File: config.mk
export PLATFORM = sky130hd
export DESIGN_NAME = address_text_parser_unit
export DESIGN_NICKNAME = d
export VERILOG_FILES = /design/src/sv/atp_pkg.sv /design/src/sv/address_text_parser_unit.sv /design/src/sv/atp_char_class.sv /design/src/sv/atp_parse_core.sv
export SDC_FILE = /design/constraint.sdc
export NUM_CORES = 1
export LEC_CHECK = 0
export ABC_AREA = 1
export BUFFER_PORTS_ARGS = -buffer_cell sky130_fd_sc_hd__buf_2
export CAP_MARGIN = 20
export CORE_MARGIN = 2
export CORE_UTILIZATION = 45
export CTS_CLUSTER_DIAMETER = 100
export CTS_CLUSTER_SIZE = 25
export DETAILED_ROUTE_END_ITERATION = 8
export PLACE_DENSITY = 0.65
export SLEW_MARGIN = 25
export SYNTH_ARGS = -nofsm -noshare
export SYNTH_HDL_FRONTEND = slang
export SYNTH_SLANG_ARGS = --single-unit
File: constraint.sdc
create_clock -name clk_i -period 4.1 [get_ports clk_i]
set_input_delay 0.615 -clock clk_i [delete_from_list [all_inputs] [get_ports clk_i]]
set_output_delay 0.615 -clock clk_i [all_outputs]
set_load 0.02 [all_outputs]
File: src/sv/atp_pkg.sv
// ----------------------------------------------------------------------------
// atp_pkg
// Shared types and constants of the address text parser.
// ----------------------------------------------------------------------------
package atp_pkg;

  localparam int MAX_ADDR_BYTES_DEF = 64;
  localparam int CNT_W              = 8;
  localparam int LEN_W              = 7;

  typedef logic [CNT_W-1:0] cnt_t;
  typedef logic [LEN_W-1:0] len_t;

  localparam logic [7:0] CH_DOLLAR = 8'h24;
  localparam logic [7:0] CH_COLON  = 8'h3A;
  localparam logic [7:0] CH_DOT    = 8'h2E;
  localparam logic [7:0] CH_SLASH  = 8'h2F;
  localparam logic [7:0] CH_SPACE  = 8'h20;
  localparam logic [7:0] CH_TILDE  = 8'h7E;
  localparam logic [7:0] CH_TAB    = 8'h09;
  localparam logic [7:0] CH_CR     = 8'h0D;

  typedef enum logic [1:0] {
    ST_OK  = 2'd0,
    ST_BAD = 2'd1,
    ST_BIG = 2'd2
  } status_e;

  typedef struct packed {
    logic       is_space;
    logic       is_text;
    logic       is_hex;
    logic [3:0] hex_val;
    logic       is_dot;
    logic       is_colon;
    logic       is_dollar;
  } char_class_t;

  typedef struct packed {
    logic       byte_valid;
    logic [7:0] data_byte;
    logic [1:0] chunk_number;
    logic       done_res;
    status_e    status;
    logic       has_parent;
    len_t       parent_prefix_length;
    len_t       parent_id_length;
    len_t       prefix_length;
    len_t       id_length;
  } result_t;

endpackage

File: src/sv/address_text_parser_unit.sv
// A character goes through the input register and then the result register.
// Throughput: one character per cycle; the input register and the result register
// decouple the two channels, so input is stalled only while a held result is stalled.
// Characters that complete no byte and are not last give no result beat.
// Reset: asynchronous, active low; parser returns to start of string, registers empty.
// ----------------------------------------------------------------------------
// address_text_parser_unit
// Streaming address text parser: input register, parse core, result register.
// ----------------------------------------------------------------------------
module address_text_parser_unit #(
  parameter int MAX_ADDR_BYTES = atp_pkg::MAX_ADDR_BYTES_DEF
) (
  input  logic       clk_i,
  input  logic       rst_ni,
  input  logic       in_valid_i,
  output logic       in_stall_o,
  input  logic [7:0] character_i,
  input  logic       last_char_i,
  output logic       out_valid_o,
  input  logic       out_stall_i,
  output logic       byte_valid_o,
  output logic [7:0] data_byte_o,
  output logic [1:0] chunk_number_o,
  output logic       done_res_o,
  output logic [1:0] status_o,
  output logic       has_parent_o,
  output logic [6:0] parent_prefix_length_o,
  output logic [6:0] parent_id_length_o,
  output logic [6:0] prefix_length_o,
  output logic [6:0] id_length_o
);

  logic             in_valid_q;
  logic [7:0]       char_q;
  logic             last_q;
  logic             step;
  logic             produce;
  logic             out_free;
  logic             out_valid_q;
  atp_pkg::result_t res_d, res_q;

  assign out_free   = !out_valid_q || !out_stall_i;
  assign step       = in_valid_q && out_free;
  assign in_stall_o = in_valid_q && !out_free;

  always_ff @(posedge clk_i or negedge rst_ni) begin
    if (!rst_ni) begin
      in_valid_q <= 1'b0;
    end else if (!in_stall_o) begin
      in_valid_q <= in_valid_i;
    end
  end

  always_ff @(posedge clk_i) begin
    if (!in_stall_o && in_valid_i) begin
      char_q <= character_i;
      last_q <= last_char_i;
    end
  end

  atp_parse_core #(
    .MAX_ADDR_BYTES (MAX_ADDR_BYTES)
  ) u_core (
    .clk_i       (clk_i),
    .rst_ni      (rst_ni),
    .step_i      (step),
    .character_i (char_q),
    .last_char_i (last_q),
    .produce_o   (produce),
    .result_o    (res_d)
  );

  always_ff @(posedge clk_i or negedge rst_ni) begin
    if (!rst_ni) begin
      out_valid_q <= 1'b0;
    end else if (out_free) begin
      out_valid_q <= step && produce;
    end
  end

  always_ff @(posedge clk_i) begin
    if (out_free && step && produce) begin
      res_q <= res_d;
    end
  end

  assign out_valid_o            = out_valid_q;
  assign byte_valid_o           = res_q.byte_valid;
  assign data_byte_o            = res_q.data_byte;
  assign chunk_number_o         = res_q.chunk_number;
  assign done_res_o             = res_q.done_res;
  assign status_o               = res_q.status;
  assign has_parent_o           = res_q.has_parent;
  assign parent_prefix_length_o = res_q.parent_prefix_length;
  assign parent_id_length_o     = res_q.parent_id_length;
  assign prefix_length_o        = res_q.prefix_length;
  assign id_length_o            = res_q.id_length;

endmodule

File: src/sv/atp_char_class.sv
// ----------------------------------------------------------------------------
// atp_char_class
// Classifies one text character: whitespace, text, hex digit, separators.
// ----------------------------------------------------------------------------
module atp_char_class (
  input  logic [7:0]                character_i,
  output atp_pkg::char_class_t      class_o
);

  always_comb begin
    class_o           = '0;
    class_o.is_space  = (character_i == atp_pkg::CH_SPACE) ||
                        (character_i >= atp_pkg::CH_TAB && character_i <= atp_pkg::CH_CR);
    class_o.is_dot    = (character_i == atp_pkg::CH_DOT);
    class_o.is_colon  = (character_i == atp_pkg::CH_COLON);
    class_o.is_dollar = (character_i == atp_pkg::CH_DOLLAR);
    class_o.is_text   = (character_i > atp_pkg::CH_SPACE) &&
                        (character_i <= atp_pkg::CH_TILDE) &&
                        (character_i != atp_pkg::CH_COLON) &&
                        (character_i != atp_pkg::CH_SLASH) &&
                        (character_i != atp_pkg::CH_DOT) &&
                        (character_i != atp_pkg::CH_DOLLAR);
    if (character_i >= 8'h30 && character_i <= 8'h39) begin
      class_o.is_hex  = 1'b1;
      class_o.hex_val = character_i[3:0];
    end else if ((character_i >= 8'h61 && character_i <= 8'h66) ||
                 (character_i >= 8'h41 && character_i <= 8'h46)) begin
      class_o.is_hex  = 1'b1;
      class_o.hex_val = 4'(character_i[2:0] + 3'd1) + 4'd8;
    end
  end

endmodule

File: src/sv/atp_parse_core.sv
// ----------------------------------------------------------------------------
// atp_parse_core
// Parser state and per-character update; produces at most one result a beat.
// ----------------------------------------------------------------------------
module atp_parse_core #(
  parameter int MAX_ADDR_BYTES = atp_pkg::MAX_ADDR_BYTES_DEF
) (
  input  logic                  clk_i,
  input  logic                  rst_ni,
  input  logic                  step_i,
  input  logic [7:0]            character_i,
  input  logic                  last_char_i,
  output logic                  produce_o,
  output atp_pkg::result_t      result_o
);

  atp_pkg::char_class_t cls;

  logic             start_q,  start_d;
  logic             hex_q,    hex_d;
  logic [1:0]       dot_q,    dot_d;
  logic             colon_q,  colon_d;
  logic [3:0]       hnib_q,   hnib_d;
  logic             pend_q,   pend_d;
  logic             tspace_q, tspace_d;
  logic [1:0]       cnt_q,    cnt_d;
  atp_pkg::cnt_t    len_q [4];
  atp_pkg::cnt_t    len_d [4];
  atp_pkg::cnt_t    total_q,  total_d;
  atp_pkg::status_e err_q,    err_d;

  atp_char_class u_class (
    .character_i (character_i),
    .class_o     (cls)
  );

  always_comb begin
    logic             emit;
    logic [7:0]       byte_val;
    logic [1:0]       chunk;
    atp_pkg::status_e fin;

    start_d  = 1'b0;
    hex_d    = hex_q;
    dot_d    = dot_q;
    colon_d  = colon_q;
    hnib_d   = hnib_q;
    pend_d   = pend_q;
    tspace_d = tspace_q;
    cnt_d    = cnt_q;
    len_d    = len_q;
    total_d  = total_q;
    err_d    = err_q;
    emit     = 1'b0;
    byte_val = '0;
    chunk    = dot_q + {1'b0, colon_q};
    fin      = atp_pkg::ST_OK;
    result_o = '0;

    if (err_q == atp_pkg::ST_OK) begin
      if (cls.is_space) begin
        tspace_d = 1'b1;
      end else if (tspace_q) begin
        err_d = atp_pkg::ST_BAD;
      end else begin
        if (cnt_q < 2'd2) begin
          cnt_d = cnt_q + 2'd1;
        end
        if (start_q && cls.is_dollar) begin
          hex_d = 1'b1;
        end else if (cls.is_dot) begin
          if (dot_q >= 2'd2 || (dot_q == 2'd1 && !colon_q) || pend_q) begin
            err_d = atp_pkg::ST_BAD;
          end else begin
            dot_d = dot_q + 2'd1;
          end
        end else if (cls.is_colon) begin
          if (colon_q || dot_q == 2'd0 || pend_q) begin
            err_d = atp_pkg::ST_BAD;
          end else begin
            colon_d = 1'b1;
          end
        end else if (hex_q) begin
          if (!cls.is_hex) begin
            err_d = atp_pkg::ST_BAD;
          end else if (!pend_q) begin
            hnib_d = cls.hex_val;
            pend_d = 1'b1;
          end else begin
            pend_d   = 1'b0;
            emit     = 1'b1;
            byte_val = {hnib_q, cls.hex_val};
          end
        end else if (!cls.is_text) begin
          err_d = atp_pkg::ST_BAD;
        end else begin
          emit     = 1'b1;
          byte_val = character_i;
        end
        if (emit) begin
          if (total_q >= atp_pkg::cnt_t'(MAX_ADDR_BYTES)) begin
            err_d = atp_pkg::ST_BIG;
            emit  = 1'b0;
          end else begin
            total_d      = total_q + 1'b1;
            len_d[chunk] = len_q[chunk] + 1'b1;
          end
        end
      end
    end

    fin = err_d;
    if (fin == atp_pkg::ST_OK &&
        (dot_d == 2'd0 || (colon_d && dot_d < 2'd2) || pend_d || cnt_d < 2'd2)) begin
      fin = atp_pkg::ST_BAD;
    end

    if (emit) begin
      result_o.byte_valid   = 1'b1;
      result_o.data_byte    = byte_val;
      result_o.chunk_number = chunk;
    end
    if (last_char_i) begin
      result_o.done_res = 1'b1;
      result_o.status   = fin;
      if (fin == atp_pkg::ST_OK) begin
        if (colon_d) begin
          result_o.has_parent           = 1'b1;
          result_o.parent_prefix_length = len_d[0][atp_pkg::LEN_W-1:0];
          result_o.parent_id_length     = len_d[1][atp_pkg::LEN_W-1:0];
          result_o.prefix_length        = len_d[2][atp_pkg::LEN_W-1:0];
          result_o.id_length            = len_d[3][atp_pkg::LEN_W-1:0];
        end else begin
          result_o.prefix_length = len_d[0][atp_pkg::LEN_W-1:0];
          result_o.id_length     = len_d[1][atp_pkg::LEN_W-1:0];
        end
      end
      start_d  = 1'b1;
      hex_d    = 1'b0;
      dot_d    = '0;
      colon_d  = 1'b0;
      hnib_d   = '0;
      pend_d   = 1'b0;
      tspace_d = 1'b0;
      cnt_d    = '0;
      total_d  = '0;
      err_d    = atp_pkg::ST_OK;
      for (int i = 0; i < 4; i++) begin
        len_d[i] = '0;
      end
    end
    produce_o = emit || last_char_i;
  end

  always_ff @(posedge clk_i or negedge rst_ni) begin
    if (!rst_ni) begin
      start_q  <= 1'b1;
      hex_q    <= 1'b0;
      dot_q    <= '0;
      colon_q  <= 1'b0;
      hnib_q   <= '0;
      pend_q   <= 1'b0;
      tspace_q <= 1'b0;
      cnt_q    <= '0;
      total_q  <= '0;
      err_q    <= atp_pkg::ST_OK;
      for (int i = 0; i < 4; i++) begin
        len_q[i] <= '0;
      end
    end else if (step_i) begin
      start_q  <= start_d;
      hex_q    <= hex_d;
      dot_q    <= dot_d;
      colon_q  <= colon_d;
      hnib_q   <= hnib_d;
      pend_q   <= pend_d;
      tspace_q <= tspace_d;
      cnt_q    <= cnt_d;
      total_q  <= total_d;
      err_q    <= err_d;
      len_q    <= len_d;
    end
  end

endmodule

# Word level (Yosys, flattened, before mapping)
# Index checks and enable logic that the tools add are counted.
# totals
wordCells,243
register_bits,109
output_inout_bits,45
inputBits,13
# classes
bitwise,3
n_reduce_logical,54
order_cmp,17
eq_ne,16
muxes,114
add_sub_neg,7
# ops
operator,count
32-bit two-way mux,7
8-bit two-way mux,19
2-bit two-way mux,27
1-bit two-way mux,42
4-bit two-way mux,10
32-bit bitwise mux,1
"8-bit by 6-bit equality test with 1-bit output, second input constant",4
"8-bit by 6-bit inequality test with 1-bit output, second input constant",4
29-bit two-way mux,1
"8-bit by 7-bit greater-or-equal comparator with 1-bit output, second input constant",3
"8-bit by 7-bit <= comparator with 1-bit output, second input constant",3
1-bit logical AND,20
"8-bit by 1-bit adder with 8-bit output, second input constant",2
8-bit binary-select mux with 2-bit select,1
8-bit demux with 2-bit select,1
15-bit two-way mux,1
14-bit two-way mux,1
"2-bit inequality test, second input constant",7
2-bit nonzero test,6
1-bit logical OR,11
11-bit two-way mux,1
2-bit logical NOT,5
5-bit two-way mux,2
10-bit AND reduction,1
other kinds (22),31

# Logic depth before layout (Yosys ltp)
# depth
ltp_word,24
depth_mapped,20
mapped_depth_nobuf,20

# By module
# A second synthesis with hierarchy kept.
# unflattened
cells_unflattened,736
area_unflattened_um2,5849.4
# by_module_without_submodules
mod,area_each_um2,cells_each,seq_area_each_um2,instances
atp_parse_core,3832.4,603,1277.5,1
address_text_parser_unit,1662.8,67,1611.5,1
atp_char_class,354.1,66,0.0,1

# Worst setup path before layout
# Ideal clock, no wire load.
# synth_timing
kind,flip-flop to flip-flop
startpoint,reg char_q[0]
endpoint,reg u_core.total_q[6]
stages_incl_launch_ff,18
t_required_ns,4.023
period_less_slack_ns,3.126
arrival_ns,3.048
n_path_buf,0
path_slack_ns,0.974
setup_time_ns,0.077
path_cell_list,edfxtp_1 > inv_1 > ha_1 > inv_1 > nand3_1 > nand3_1 > inv_1 > nor2_1 > inv_1 > ha_1 > nand4_2 > nand2_2 > nand2_4 > o21ai_4 > nand2_2 > nor2_2 > nand3_1 > a21oi_1
# synth_via
elab_chain_len,16
word_cells_on_any_way,44
classes_between,order compare: 10; eq/ne: 9; mux: 11; reduce/logical: 14
# synth_lines
item,line,rtl
start: declaration,address_text_parser_unit.sv:34,logic [7:0] char_q;
start signal: assignment,address_text_parser_unit.sv:56,char_q <= character_i;
8-bit by 6-bit > comparator with 1-bit output / 8-bit by 7-bit <= comparator with 1-bit output (equally long branches),"atp_char_class.sv:17, atp_char_class.sv:18",
1-bit logical AND,atp_char_class.sv:17,class_o.is_text = (character_i > atp_pkg::CH_SPACE) &&
1-bit logical AND,atp_char_class.sv:18,(character_i <= atp_pkg::CH_TILDE) &&
1-bit logical AND,atp_char_class.sv:19,(character_i != atp_pkg::CH_COLON) &&
1-bit logical AND,atp_char_class.sv:20,(character_i != atp_pkg::CH_SLASH) &&
1-bit logical AND,atp_char_class.sv:21,(character_i != atp_pkg::CH_DOT) &&
1-bit two-way mux,atp_parse_core.sv:94,end else if (!cls.is_text) begin
1-bit two-way mux,atp_parse_core.sv:83,end else if (hex_q) begin
1-bit two-way mux,atp_parse_core.sv:77,end else if (cls.is_colon) begin
1-bit two-way mux,atp_parse_core.sv:71,end else if (cls.is_dot) begin
1-bit two-way mux,atp_parse_core.sv:69,if (start_q && cls.is_dollar) begin
1-bit two-way mux,atp_parse_core.sv:63,end else if (tspace_q) begin
1-bit two-way mux,atp_parse_core.sv:61,if (cls.is_space) begin
1-bit two-way mux,atp_parse_core.sv:60,if (err_q == atp_pkg::ST_OK) begin
2-bit nonzero test (no line),n/a,
6-bit AND reduction (no line) *,n/a,
end signal: assignment,atp_parse_core.sv:179,total_q <= total_d;
end: declaration,atp_parse_core.sv:29,"atp_pkg::cnt_t total_q, total_d;"
# Every way passes the cells marked *; elsewhere a longest branch is shown, timed or not. The select of a mux whose other input is x is not followed.
# A chain may end at the register's enable or synchronous reset.

# Final worst setup path
# layout_timing
startpoint,reg char_q[0]
endpoint,reg res_q (netlist bit parent_id_length_o[2]) (data pin)
# layout_via
elab_chain_len,23
word_cells_on_any_way,89
classes_between,order compare: 12; eq/ne: 8; mux: 48; reduce/logical: 21
# layout_lines
item,line,rtl
8-bit by 6-bit > comparator with 1-bit output / 8-bit by 7-bit <= comparator with 1-bit output (equally long branches),"atp_char_class.sv:17, atp_char_class.sv:18",
1-bit logical AND,atp_char_class.sv:17,
1-bit logical AND,atp_char_class.sv:18,
1-bit logical AND,atp_char_class.sv:19,
1-bit logical AND,atp_char_class.sv:20,
1-bit logical AND,atp_char_class.sv:21,
1-bit two-way mux,atp_parse_core.sv:94,
1-bit two-way mux,atp_parse_core.sv:83,
[... 7 more ...],n/a,
2-bit two-way mux,atp_parse_core.sv:63,
2-bit two-way mux,atp_parse_core.sv:61,
2-bit two-way mux,atp_parse_core.sv:60,
2-bit logical NOT,atp_parse_core.sv:113,if (fin == atp_pkg::ST_OK &&
1-bit logical AND,atp_parse_core.sv:113,
2-bit two-way mux,atp_parse_core.sv:113,
2-bit logical NOT,atp_parse_core.sv:126,if (fin == atp_pkg::ST_OK) begin
3-bit AND reduction (no line),n/a,
end signal: assignment,address_text_parser_unit.sv:83,res_q <= res_d;
end: declaration,address_text_parser_unit.sv:40,"atp_pkg::result_t res_d, res_q;"
# Several ways; a longest one is shown, not always the timed one. The select of a mux whose other input is x is not followed.

==> results.yml <==
setup_path:
  rrSetupSlack_ns: 0.76
  crit_end: "parent_id_length_o[2]"
  path_class: "flop to flop"
  r2r-end: "parent_id_length_o[2]"
  crit_path_max_fanout: 15
  required_ns: 4.28
  r2r_start: "char_q[0]"
  cp-startpoint: "char_q[0]"
  cp-end-kind: "flop"
  reg2reg_depth: 15
  cp.arrival_ns: 3.51
  crit_path_start_kind: "flop"
cts:
  cts-hold-fix-buffers: 0
  root_buffer: "clkbuf_16"
  cts_buffers: 9
  cts.clk_slew.worst_paths_ns: 0.08
  cts_tree: "yes"
  htreeDepth: 3
  clockBufferDepth: 2
  clkSinkCount: 105
  clock_latency_ns: 0.36
  cts_resized: 0
  postCtsSetupBuffers: 0
drt:
  drc: 0
  routed_wl_microns: 14000
  vias_per_cell: 5.04
  dr.pass1.iters: 5
  vias: 4640
  wire_per_inst_microns: 15.2
  initialDrtViolationCount: 365
  ant_nets: 0
cells_and_area:
  diodes: 0
  nets: 767
  fin_util_pct: 52.3
  areaGrowthSynthToFinish_pct: 12.9
  final_cell_area_sq_mm: 0.00663
  layout.cells.non_filler: 920
  drive_above_1_share_pct: 20.9
  seq_area_sq_mm: 0.00289
  fill_cells: 1209
  multi_input_area_sq_mm: 0.00242
yosys:
  syn_inst: 685
  ys_top_cells_by_area: "edfxtp_1 (27%), dfrtp_1 (22%), nand2_1 (10%)"
  syn_nets: 709
  synth_ff_type: "edfxtp_1"
  avgSynthCellArea_sq_um: 8.57
  synth_edf_count: 52
  yosysSeqAreaShare_pct: 49.2
  yosys.area.top_type: "edfxtp_1"
  ys_types: 48
  synth_top_cell_area_share_pct: 26.6
  ys_ff_latch: 105
  synth_warnings: 0
  synthArstFlopShare_pct: 50.5
  synth_area_sq_mm: 0.00587
die:
  core_area_sq_mm: 0.0127
  rows: 41
  initial_utilization_pct: 46.3
  ios: 58
  die_h_microns: 118
  die_area_sq_mm: 0.0140
  fp.dieW_microns: 118
timing:
  finClkSkew_ns: 0.0152
  slew_viol_final: 0
  fmax_ghz: 0.300
  fin_crit_sh_pct: 81.4
  hold_viol: 0
  min_period_ns: 3.34
  worst-slew-pin-transition_ns: 0.749
  finalSetupViolCount: 0
  maxSlewHeadroom_pct: 50.0
  grt_setup_unrepaired: "false"
  tns_ns: 0
pwr:
  p_per_area_mw_per_mm2: 427
  peakVddDrop_uv: 193
  leakage_uw: 0.00286
  power_uw: 2830
outcome:
  outcome: "complete, no violations"
placed_design:
  placed_area_sq_mm: 0.00632
  hpwl_microns: 10100
  portBuffers: 57
  placed_cells: 904
  place_congestion: 0.936
global_routing:
  grt_pass1_wl_microns: 22800
  grt_pass1_vias: 4339
  grt_overflow: 0
  grt_max_degree: 39
  globalRouteTotalUtil_pct: 20.6
  antenna_found_initial: 0
run:
  max_cap_viol_count: 0
worst_hold_path:
  hold_path_class: "input pin to async pin"
==> power by group <==
| part | switching, uW | internal (uW) |
|---|---|---|
| sequential | 71.3 | 1240 |
| clock | 397 | 496 |
| combinational | 451 | 171 |
==> logic make-up after synthesis <==
| kind of cell | after synthesis | share of synthesized area (%) |
|---|---|---|
| adders and majority gates | 11 | 2.35 |
| xor gates and xnor gates | 5 | 0.746 |
| DFF | 105 | 49.2 |
| AOI/OAI and AO/OA | 112 | 11.2 |
| buffers and inverters | 138 | 9.53 |
| and+or+nand+nor | 314 | 27.0 |
==> sequential cells by signal, indices dropped and copies added, names as in the netlist, 2 cells and up <==
signal,flops
chunk_number_o,2
parent_prefix_length_o,7
u_core.hnib_q,4
u_core.dot_q,2
u_core.total_q,8
prefix_length_o,7
status_o,2
char_q,8
u_core.err_q,2
u_core.len_q,28
data_byte_o,8
u_core.cnt_q,2
id_length_o,7
parent_id_length_o,7
==> worst max-delay path, stage by stage (launching register included) <==
cell and delay [ns]:
edfxtp_1 0.48, inv_1 0.16, ha_1 0.23, nand3_1 0.13
nand3_1 0.16, inv_1 0.07, nor2_1 0.28, inv_1 0.08
ha_1 0.30, inv_1 0.05, nand3_1 0.08, a21oi_1 0.18
nand2_1 0.13, nand2_4 0.11, nand4_4 0.42, nor2_1 0.29
==> layout make-up <==
| cell class | instances | area share [%] |
|---|---|---|
| clock buffers | 11 | 3.66 |
| multi-input cells | 442 | 36.5 |
| flip-flops and latches | 105 | 43.6 |
| well taps | 172 | 3.25 |
| inverters | 123 | 6.99 |
| repair buffers | 62 | 5.06 |
| clock inverters | 5 | 0.944 |
==> per-layer routing <==
layer / GRT usage (%) / vias to the layer above / share of wire (%)
met5: 0 / - / 0
met4: 5.20 / 0 / 1.0
met3: 3.19 / 12 / 5.7
met2: 30.1 / 117 / 43
met1: 31.9 / 2188 / 50
li1: - / 2323 / -
==> Yosys cell counts (2+ instances only) <==
master / number
dfrtp_1: 52
nor2_2: 14
nor3_1: 2
nand3b_1: 2
a211oi_1: 3
nand2_2: 8
nor2_1: 61
nand4_1: 4
o22ai_1: 17
o21ai_1: 35
nor4_1: 2
inv_2: 14
nand4_2: 3
edfxtp_1: 52
o21ai_0: 24
nor2_4: 22
nand3_1: 24
nand3_2: 5
ha_1: 11
inv_1: 107
nand2_1: 160
a21oi_1: 14
o211ai_1: 3
nand2_4: 2
o21a_1: 2
a22oi_1: 6
clkbuf_1: 9
buf_6: 3
xor2_1: 5
==> worst min path at each step <==
stage	from	to	slack [ns]
3_3_place_gp	u_core.hnib_q[0]	u_core.hnib_q[0]	0.47
5_1_grt	rst_ni	u_core.len_q[29]	0.21
4_1_cts	rst_ni	u_core.len_q[29]	0.20
6_report	rst_ni	u_core.len_q[29]	0.18
3_5_place_dp	u_core.hnib_q[3]	u_core.hnib_q[3]	0.47
2_1_floorplan	rst_ni	in_valid_q	0.32
==> layout by cell type, fill, tap and decap left out, types with 2 or more instances in the layout <==
master     Yosys  layout
nor2_4        22      22
clkbuf_16      0       9
nor2_1        61      61
nor2_2        14      14
nand4_2        3       3
a21oi_1       14      14
nand2_1      160     160
nand2_4        2       2
nor3_1         2       2
buf_4          0       4
xor2_1         5       5
o211ai_1       3       3
ha_1          11      11
edfxtp_1      52      52
o21a_1         2       2
o22ai_1       17      17
nor4_1         2       2
inv_1        107     107
o21ai_1       35      35
o21ai_0       24      24
nand3b_1       2       2
clkinv_2       1       2
a211oi_1       3       3
nand4_1        4       4
dfrtp_1       52      52
buf_2          1      57
inv_2         14      14
nand3_2        5       5
nand3_1       24      24
nand2_2        8       8
a22oi_1        6       6
==> through the flow <==
stage | hold WS (ns) | setup WS (ns)
finish | 0.182 | 0.763
CTS | 0.200 | 0.751
global placement | 0.472 | 0.902
global route | 0.212 | 0.450
floorplan | 0.319 | 0.974
detailed placement | 0.474 | 0.810
No activity file was read; power rests on OpenSTA's default activity.
